<file path="src/design/rel_pkg.sv">
// ----------------------------------------------------------------------------
// rel_pkg
// Shared types and constants of the ring event log: command and result
// codes, field widths and the default ring size.
// ----------------------------------------------------------------------------
package rel_pkg;

  // field widths
  localparam int unsigned CmdW   = 2;
  localparam int unsigned KindW  = 2;
  localparam int unsigned SeqW   = 16;
  localparam int unsigned CodeW  = 8;
  localparam int unsigned CountW = 16;

  // one stored word: sequence over code
  localparam int unsigned RecW = SeqW + CodeW;

  // default ring size
  localparam int unsigned SlotsDefault = 16;

  // input commands; the fourth code means nothing and is ignored
  typedef enum logic [CmdW-1:0] {
    CMD_LOG  = 2'd0,
    CMD_DUMP = 2'd1,
    CMD_WIPE = 2'd2
  } cmd_e;

  // result kinds
  typedef enum logic [KindW-1:0] {
    KIND_LOG_ACK  = 2'd0,
    KIND_HEADER   = 2'd1,
    KIND_RECORD   = 2'd2,
    KIND_WIPE_ACK = 2'd3
  } kind_e;

endpackage

</file>
<file path="src/design/rel_ram.sv">
// ----------------------------------------------------------------------------
// rel_ram
// Generic single-clock RAM: one write port, one read port, read data
// registered, so it appears in the cycle after the read enable.
// ----------------------------------------------------------------------------
module rel_ram #(
  parameter int unsigned Width = 8,
  parameter int unsigned Depth = 16,
  localparam int unsigned AddrW = (Depth > 1) ? $clog2(Depth) : 1
) (
  input  logic             clk_i,
  input  logic             we_i,
  input  logic [AddrW-1:0] waddr_i,
  input  logic [Width-1:0] wdata_i,
  input  logic             re_i,
  input  logic [AddrW-1:0] raddr_i,
  output logic [Width-1:0] rdata_o
);

  logic [Width-1:0] mem_q [Depth];
  logic [Width-1:0] rdata_q;

  // write port
  always_ff @(posedge clk_i) begin
    if (we_i) begin
      mem_q[waddr_i] <= wdata_i;
    end
  end

  // registered read port
  always_ff @(posedge clk_i) begin
    if (re_i) begin
      rdata_q <= mem_q[raddr_i];
    end
  end

  assign rdata_o = rdata_q;

endmodule

</file>
<file path="src/design/ring_event_log_core.sv">
// A command's first result word shows in the cycle after it is accepted.
// Log, wipe and an empty dump never hold busy; a dump of valid slots holds busy while
//   the header and then one record a cycle go out, and takes no new command till then.
// Results go out on the strobe and cannot be stalled by the receiver.
// Reset (rst_ni low, asynchronous) empties the log: fill count, slot pointer and
//   lifetime count go to zero; the slot RAM is not cleared.
// ----------------------------------------------------------------------------
// ring_event_log_core
// Ring of log slots that overwrites the oldest entry. Sequence and code of
// each slot live in one RAM; a fill count stands in for per-slot valid marks,
// since valid slots always form a run that ends just before the next slot.
// ----------------------------------------------------------------------------
module ring_event_log_core
  import rel_pkg::*;
#(
  parameter int unsigned SLOTS = SlotsDefault
) (
  input  logic              clk_i,
  input  logic              rst_ni,
  input  logic              start,
  output logic              busy,
  input  logic [CmdW-1:0]   command_i,
  input  logic [CodeW-1:0]  event_code_i,
  output logic              strobe_o,
  output logic [KindW-1:0]  kind_o,
  output logic [SeqW-1:0]   sequence_res_o,
  output logic [CodeW-1:0]  code_out_o,
  output logic [CountW-1:0] lifetime_count_o,
  output logic              last_o
);

  localparam int unsigned AddrW = $clog2(SLOTS);
  localparam int unsigned FillW = $clog2(SLOTS + 1);
  localparam logic [AddrW-1:0] LastSlot = AddrW'(SLOTS - 1);
  localparam logic [FillW-1:0] FullFill = FillW'(SLOTS);

  typedef enum logic {
    ST_IDLE,
    ST_DUMP
  } state_e;

  state_e             state_q;
  logic [AddrW-1:0]   ptr_q;
  logic [FillW-1:0]   fill_q;
  logic [CountW-1:0]  count_q;

  // dump read walker
  logic [AddrW-1:0]   rd_ptr_q;
  logic [FillW-1:0]   rd_left_q;
  logic               rd_pend_q;
  logic               rd_last_q;

  // registered result word for acks and headers
  logic               out_valid_q;
  kind_e              kind_q;
  logic [SeqW-1:0]    seq_q;
  logic [CountW-1:0]  cnt_q;
  logic               last_q;

  logic               accept;
  logic               do_log;
  logic               rd_en;
  logic [RecW-1:0]    rd_data;
  logic [CountW-1:0]  count_inc;
  logic [AddrW-1:0]   ptr_inc;
  logic [AddrW-1:0]   dump_start;

  assign busy      = (state_q != ST_IDLE);
  assign accept    = start && !busy;
  assign do_log    = accept && (command_i == CMD_LOG);
  assign rd_en     = (state_q == ST_DUMP) && (rd_left_q != '0);
  assign count_inc = count_q + CountW'(1);
  assign ptr_inc   = (ptr_q == LastSlot) ? '0 : ptr_q + AddrW'(1);
  // oldest slot: the next one once the ring is full, else slot zero
  assign dump_start = (fill_q == FullFill) ? ptr_q : '0;

  // slot storage: {sequence, code}
  rel_ram #(
    .Width (RecW),
    .Depth (SLOTS)
  ) u_slot_ram (
    .clk_i   (clk_i),
    .we_i    (do_log),
    .waddr_i (ptr_q),
    .wdata_i ({count_q, event_code_i}),
    .re_i    (rd_en),
    .raddr_i (rd_ptr_q),
    .rdata_o (rd_data)
  );

  // control state, walker and result register
  always_ff @(posedge clk_i or negedge rst_ni) begin
    if (!rst_ni) begin
      state_q     <= ST_IDLE;
      ptr_q       <= '0;
      fill_q      <= '0;
      count_q     <= '0;
      rd_ptr_q    <= '0;
      rd_left_q   <= '0;
      rd_pend_q   <= 1'b0;
      rd_last_q   <= 1'b0;
      out_valid_q <= 1'b0;
      kind_q      <= KIND_LOG_ACK;
      seq_q       <= '0;
      cnt_q       <= '0;
      last_q      <= 1'b0;
    end else begin
      out_valid_q <= 1'b0;
      rd_pend_q   <= rd_en;
      unique case (state_q)
        ST_IDLE: begin
          if (accept) begin
            unique case (command_i)
              CMD_LOG: begin
                ptr_q       <= ptr_inc;
                count_q     <= count_inc;
                if (fill_q != FullFill) begin
                  fill_q <= fill_q + FillW'(1);
                end
                out_valid_q <= 1'b1;
                kind_q      <= KIND_LOG_ACK;
                seq_q       <= count_q;
                cnt_q       <= count_inc;
                last_q      <= 1'b1;
              end
              CMD_DUMP: begin
                out_valid_q <= 1'b1;
                kind_q      <= KIND_HEADER;
                seq_q       <= '0;
                cnt_q       <= count_q;
                last_q      <= (fill_q == '0);
                rd_ptr_q    <= dump_start;
                rd_left_q   <= fill_q;
                if (fill_q != '0) begin
                  state_q <= ST_DUMP;
                end
              end
              CMD_WIPE: begin
                ptr_q       <= '0;
                fill_q      <= '0;
                count_q     <= '0;
                out_valid_q <= 1'b1;
                kind_q      <= KIND_WIPE_ACK;
                seq_q       <= '0;
                cnt_q       <= '0;
                last_q      <= 1'b1;
              end
              default: begin
                // unused code: no result, no change
              end
            endcase
          end
        end
        ST_DUMP: begin
          // issue one read a cycle, wrapping round the ring
          if (rd_en) begin
            rd_ptr_q  <= (rd_ptr_q == LastSlot) ? '0 : rd_ptr_q + AddrW'(1);
            rd_left_q <= rd_left_q - FillW'(1);
            rd_last_q <= (rd_left_q == FillW'(1));
          end
          // final record on the ports this cycle
          if (rd_pend_q && (rd_left_q == '0)) begin
            state_q <= ST_IDLE;
          end
        end
        default: begin
          state_q <= ST_IDLE;
        end
      endcase
    end
  end

  // result ports: registered word, or a record straight from the RAM register
  assign strobe_o         = out_valid_q || rd_pend_q;
  assign kind_o           = rd_pend_q ? KIND_RECORD : kind_q;
  assign sequence_res_o   = rd_pend_q ? rd_data[RecW-1:CodeW] : seq_q;
  assign code_out_o       = rd_pend_q ? rd_data[CodeW-1:0] : '0;
  assign lifetime_count_o = rd_pend_q ? count_q : cnt_q;
  assign last_o           = rd_pend_q ? rd_last_q : last_q;

`ifndef NO_ASSERTIONS
  // acks/headers and records never share a cycle
  assert property (@(posedge clk_i) disable iff (!rst_ni)
    !(out_valid_q && rd_pend_q))
    else $error("result word and record collide");

  // a read is only in flight during a dump
  assert property (@(posedge clk_i) disable iff (!rst_ni)
    rd_pend_q |-> (state_q == ST_DUMP))
    else $error("record read outside dump");

  // the walker is spent whenever the block is free
  assert property (@(posedge clk_i) disable iff (!rst_ni)
    !busy |-> (rd_left_q == '0))
    else $error("walker left slots behind");

  // a dump of an empty log is one header marked last
  assert property (@(posedge clk_i) disable iff (!rst_ni)
    (accept && (command_i == CMD_DUMP) && (fill_q == '0)) |=>
      (strobe_o && last_o && !busy))
    else $error("empty dump not closed by its header");

  // a log is acknowledged in the next cycle
  assert property (@(posedge clk_i) disable iff (!rst_ni)
    do_log |=> (strobe_o && (kind_o == KIND_LOG_ACK) && last_o))
    else $error("log not acknowledged");
`endif

endmodule
</file>
<file path="config.mk">
export PLATFORM = sky130hd
export DESIGN_NAME = ring_event_log_core
export DESIGN_NICKNAME = d
export VERILOG_FILES = /design/src/design/rel_pkg.sv /design/src/design/rel_ram.sv /design/src/design/ring_event_log_core.sv
export SDC_FILE = /design/constraint.sdc
export NUM_CORES = 1
export LEC_CHECK = 0
export BUFFER_PORTS_ARGS = -buffer_cell sky130_fd_sc_hd__buf_2
export CORE_MARGIN = 2
export CORE_UTILIZATION = 52
export DETAILED_ROUTE_END_ITERATION = 6
export PLACE_DENSITY = 0.65
export SYNTH_ARGS = -nofsm -noshare
export SYNTH_HDL_FRONTEND = slang
export SYNTH_SLANG_ARGS = --single-unit
</file>
<file path="constraint.sdc">
create_clock -name clk_i -period 4.7 [get_ports clk_i]
set_input_delay 0.705 -clock clk_i [delete_from_list [all_inputs] [get_ports clk_i]]
set_output_delay 0.705 -clock clk_i [all_outputs]
set_load 0.02 [all_outputs]
</file>
* Word level (Yosys, flattened, before mapping) *
Memories as Yosys holds them, arrays and structs flattened. A register that Yosys moved wholly into a read port is not among the register bits.
Cells that the tools add are included.

cells by class
  add/sub/neg operators = 5
  equality and inequality tests = 11
  muxes and demuxes = 34
  bitwise logic cells = 1
  reductions and logical operators = 25

operators with widths
  kind                                                                    number
  16-bit one-hot mux with 2 select lines                                  2
  16-bit one-hot mux with 3 select lines                                  1
  16-bit two-way mux                                                      2
  4-bit two-way mux                                                       6
  5-bit two-way mux                                                       4
  5-bit one-hot mux with 2 select lines                                   2
  16-bit by 1-bit adder with 16-bit output (second input constant)        1
  4-bit one-hot mux with 2 select lines                                   2
  3-bit AND reduction                                                     5
  5-bit zero test                                                         2
  1-bit two-way mux                                                       10
  5-bit nonzero test                                                      2
  4-bit by 1-bit adder with 4-bit output (second input constant)          2
  4-bit equality test (second input constant)                             2
  8-bit two-way mux                                                       1
  2-bit by 1-bit != test with 1-bit output (second input constant)        3
  2-bit one-hot mux with 3 select lines                                   1
  2-bit nonzero test                                                      3
  5-bit by 1-bit adder with 5-bit output (second input constant)          1
  5-bit by 1-bit equality test with 1-bit output (second input constant)  1
  5-bit equality test (second input constant)                             1
  5-bit != test (second input constant)                                   1
  5-bit by 1-bit subtractor with 5-bit output (second input constant)     1
  1-bit logical AND                                                       4
  other kinds (14)                                                        16

word-level totals
  flip-flop bits (word level) = 73
  memory bits (writable) = 384
  input bits = 13
  logic and storage cells = 90
  memories = 1

memories
  memory            depth  bits a word  read ports  clocked after Yosys merged registers in  wr ports  line           text
  u_slot_ram.mem_q  16     24           1           1                                        1         rel_ram.sv:20  logic [Width-1:0] mem_q [Depth];

* Longest topological paths before layout *
  word-level depth = 5
  depth in mapped cells = 8
  mapped depth without buffers = 6

* Modules after synthesis *
Synthesis repeated with hierarchy kept, for this count alone.

second synthesis, totals
  cells, all modules = 1112
  area, all modules = 19487.4 um^2

by module, submodules not included
  module               instances  cells an instance  area each (um^2)
  rel_ram              1          636                15170.8
  ring_event_log_core  1          476                4316.6

* Least setup slack after synthesis *
Ideal clock, no wire load.

  path type = input-to-reg
  start point = input command_i[0]
  end point = memory u_slot_ram.mem_q[3][0] (netlist name) (enable)
  library setup time = 435 ps
  data arrival time = 3231 ps
  required time = 4265 ps
  setup slack = 1033 ps
  stages on the path = 6
  buffers on the path = 1
  path through = inv_1 > ha_1 > clkbuf_1 > and3b_1 > nand2_1 > nor3_1

between the ends
  word-level cells in the longest chain between the ends = 4

RTL lines
  what                                     line                       text
  from (decl)                              ring_event_log_core.sv:22  input logic [CmdW-1:0] command_i,
  2-bit zero test                          ring_event_log_core.sv:70  assign do_log = accept && (command_i == CMD_LOG);
  1-bit logical AND                        ring_event_log_core.sv:70
  1-bit two-way mux                        rel_ram.sv:25              if (we_i) begin
  1-bit two-way mux (not written as such)  rel_ram.sv:26              mem_q[waddr_i] <= wdata_i;
  to (decl)                                rel_ram.sv:20

No other way between the ends.

* Worst setup path in the final report *
  start point = register rd_pend_q
  end point = output sequence_res_o[11]

between the ends
  word-level cells in the longest chain between the ends = 1

RTL lines
  what                    line                        text
  from (decl)             ring_event_log_core.sv:50   logic rd_pend_q;
  from (signal assigned)  ring_event_log_core.sv:109  rd_pend_q <= rd_en;
  16-bit two-way mux      ring_event_log_core.sv:176  assign sequence_res_o = rd_pend_q ? rd_data[RecW-1:CodeW] : seq_q;
  to (decl)               ring_event_log_core.sv:26   output logic [SeqW-1:0] sequence_res_o,

No other way between the ends.

==> results.cfg <==
[outcome]
status = finished clean

[global_routing]
grt_pass1_wl_mm = 66.5
grt_pass1_vias = 10900
grt_overflow_total = 0
grt_usage_pct = 22.6
antenna_found_initial = 0
grt_max_degree = 74

[timing]
holdWs_ns = 0.295
period_minus_slack_ns = 2.99
worst_slew_pin_slew_ns = 1.29
hold_viol_final = 0
rsz0062_at_grt = no
slew_viol_final = 0
fin_setup_tns_ns = 0
fin_skew_ns = 0.0127
slew_headroom_pct = 13.7
setup_ws_ns = 1.71
post-route-period-util_pct = 63.7
timing.fmax_ghz = 0.334
setup_viol = 0

[logic_synthesis]
yosys_warnings = 0
synth_top_family_by_area = multiplexers
async_flop_share_pct = 15.2
yosysSeqAreaShare_pct = 71.2
synth_cell_types = 60
synthMuxAreaShare_pct = 12.3
synth_edf_count = 408
synth_xor_area_share_pct = 0.266
synth_compound_area_share_pct = 7.30
ys_ff_latch = 481
synthAdderAreaFrac_pct = 0.886
ys.flop_type = edfxtp_1
synthesis.area_mm2 = 0.0198
syn_area_per_cell_um2 = 16.2
synth-simple-area-share_pct = 5.75
syn_inst = 1222
postSynthNetCount = 1249

[floorplanning]
die_w_um = 199
ios = 58
die_h_um = 199
start_util_pct = 52.6
row_count = 71
core_area_mm2 = 0.0376
die-area_mm2 = 0.0396

[route]
drtIter0Drc = 1099
dr_total_vias = 11100
vias_per_cell = 6.04
post-route-drc-count = 0
avgRoutedWirePerCell_um = 23.7
drt_wl_total_mm = 43.4
firstDrtPassIters = 5
ant_nets = 0

[critical_path]
crit_fanout = 32
end_kind = output port
timing_worst_setup_path_type = reg2out
crit_buf_inv = 2
critical_path_arrival_ns = 2.29
path_cells = buf_4 -> mux2_2 -> buf_2
critical_path.startpoint_type = flip-flop
cp_top_family = buffers and inverters
slowest_stage = dfrtp_2
slowest_delay_ns = 0.64
cp.required_ns = 3.99

[clock_tree]
postCtsSetupBuffers = 0
htree_levels = 2
cts_tree = done
cts-resized-gates = 0
worstSkewPairLatency_ns = 0.56
hold_buffers = 0
root_buffer = clkbuf_16
cts_buffers = 47
cts.sinks = 481
clockBufferDepth = 3
path_clk_slew_ns = 0.06

[power]
powerDensity_mw_per_mm2 = 577
cellLeakagePower_uw = 0.00792
irDropWorstVdd_v = 0.000316

[placed_design]
dpl_worst_slack_ns = 1.54
place_hpwl_mm = 25.6
io_buffers = 57
place_area_mm2 = 0.0207
place_congestion = 0.788

[layout]
n_antenna_cell = 0
finalInstanceArea_mm2 = 0.0223
syn_to_final_growth_pct = 12.7
final_cell_mix = 408 x edfxtp_1, 98 x mux2i_1, 95 x nand2_1, 70 x dfrtp_1, 60 x o21ai_0
nNetsFinal = 1309
mostFrequentLayoutCell = edfxtp_1
drive_above_1_share_pct = 20.2

[job]
max-cap-violations = 0

[worst_hold_path]
hp-class = in2async
==> cells in the mapped netlist (all sizes together), types with 3 or more instances <==
| cell | number | area [um^2] |
|---|---|---|
| a22oi | 25 | 193 |
| nor2b | 7 | 43.8 |
| a311oi | 3 | 26.3 |
| nand2 | 95 | 357 |
| nor2 | 32 | 123 |
| a21o | 3 | 22.5 |
| mux2i | 98 | 981 |
| a31oi | 18 | 113 |
| a21oi | 23 | 115 |
| nor4 | 3 | 18.8 |
| and4 | 4 | 35.0 |
| clkbuf | 40 | 150 |
| and2 | 11 | 68.8 |
| and3 | 7 | 43.8 |
| dfrtp | 73 | 1830 |
| o31ai | 9 | 67.6 |
| a221oi | 49 | 429 |
| edfxtp | 408 | 12300 |
| nand4 | 5 | 31.3 |
| nand3b | 13 | 97.6 |
| o22ai | 3 | 18.8 |
| ha | 14 | 175 |
| nand3 | 13 | 65.1 |
| a41oi | 3 | 26.3 |
| or2 | 3 | 18.8 |
| nor3 | 12 | 60.1 |
| nand2b | 3 | 18.8 |
| mux4 | 48 | 1080 |
| inv | 20 | 75.1 |
| buf | 41 | 231 |
| o21ai | 62 | 310 |
| xnor2 | 4 | 35.0 |
| or3 | 11 | 68.8 |
| mux2 | 33 | 372 |
==> path summary, 6_finish.rpt <==
| path | slack [ns] | from | endpoint | cells past startpoint |
|---|---|---|---|---|
| worst max-delay path | 1.71 | rd_pend_q$_DFF_PN0_ | sequence_res_o[11] | 3 |
| worst min-delay path | 0.29 | rst_ni | cnt_q[2]$_DFFE_PN0P_ | 1 |
| worst max register to register | 1.87 | rd_ptr_q[2]$_DFFE_PN0P_ | u_slot_ram.rdata_o[19]$_DFFE_PP_ | 5 |
| worst min register to register | 0.46 | seq_q[5]$_DFFE_PN0P_ | seq_q[5]$_DFFE_PN0P_ | 2 |
| max in group asynchronous | 3.63 | rst_ni | rd_ptr_q[0]$_DFFE_PN0P_ | 1 |
| min in group clk_i | 0.46 | seq_q[5]$_DFFE_PN0P_ | seq_q[5]$_DFFE_PN0P_ | 2 |
==> logic make-up (layout without fill, tap and decap cells) <==
group,count (synthesis),count (layout)
AOI/OAI and AO/OA,212,212
xor gates and xnor gates,6,6
adders and majority gates,14,14
buffers and inverters,101,199
DFF,481,481
muxes,179,179
and+or+nand+nor,229,229
==> per-stage QoR <==
stage | power (uW) | cells | utilization (%)
final | 12900 | 1831 | 59.3
after global routing | 13500 | 1831 | 59.3
after CTS | 13000 | 1831 | 59.3
after detailed placement | 9210 | 1744 | 55.2
after global placement | 9160 | 1744 | 55.2
after floorplan | 8060 | 1222 | -
==> per-layer routing <==
layer | up-vias | GRT usage, % | wire, um
li1 | 4968 | - | -
met1 | 5697 | 33.3 | 19300
met2 | 334 | 36.1 | 20900
met3 | 61 | 2.88 | 2320
met4 | 0 | 5.83 | 870
met5 | - | 0 | 0
==> report_power, final <==
part | leakage, uW | total [uW] | switching, uW | internal [uW]
Sequential | 0.00470 | 5710 | 549 | 5160
Clock | 0.000757 | 3780 | 1560 | 2220
Combinational | 0.00247 | 3370 | 1970 | 1410
Total | 0.00792 | 12900 | 4070 | 8790
==> state kept, by name (all words and copies together), names as in the netlist <==
signal and cells:
u_slot_ram.mem_q 384, u_slot_ram.rdata_o 24, cnt_q 16, count_q 16, seq_q 16, fill_q 5
rd_left_q 5, ptr_q 4, rd_ptr_q 4, kind_q 2, busy 1, last_q 1
out_valid_q 1, rd_last_q 1, rd_pend_q 1
==> final cells by class <==
| class | instances | area [um^2] |
|---|---|---|
| flip-flops and latches | 481 | 14100 |
| clock inverters | 29 | 303 |
| repair buffers | 92 | 613 |
| well taps | 511 | 639 |
| multi-input cells | 640 | 5320 |
| clock buffers | 58 | 1250 |
| fillers | 2824 | 15300 |
| inverters | 20 | 75.1 |
Note: power is estimated with default switching activity, not from simulation.
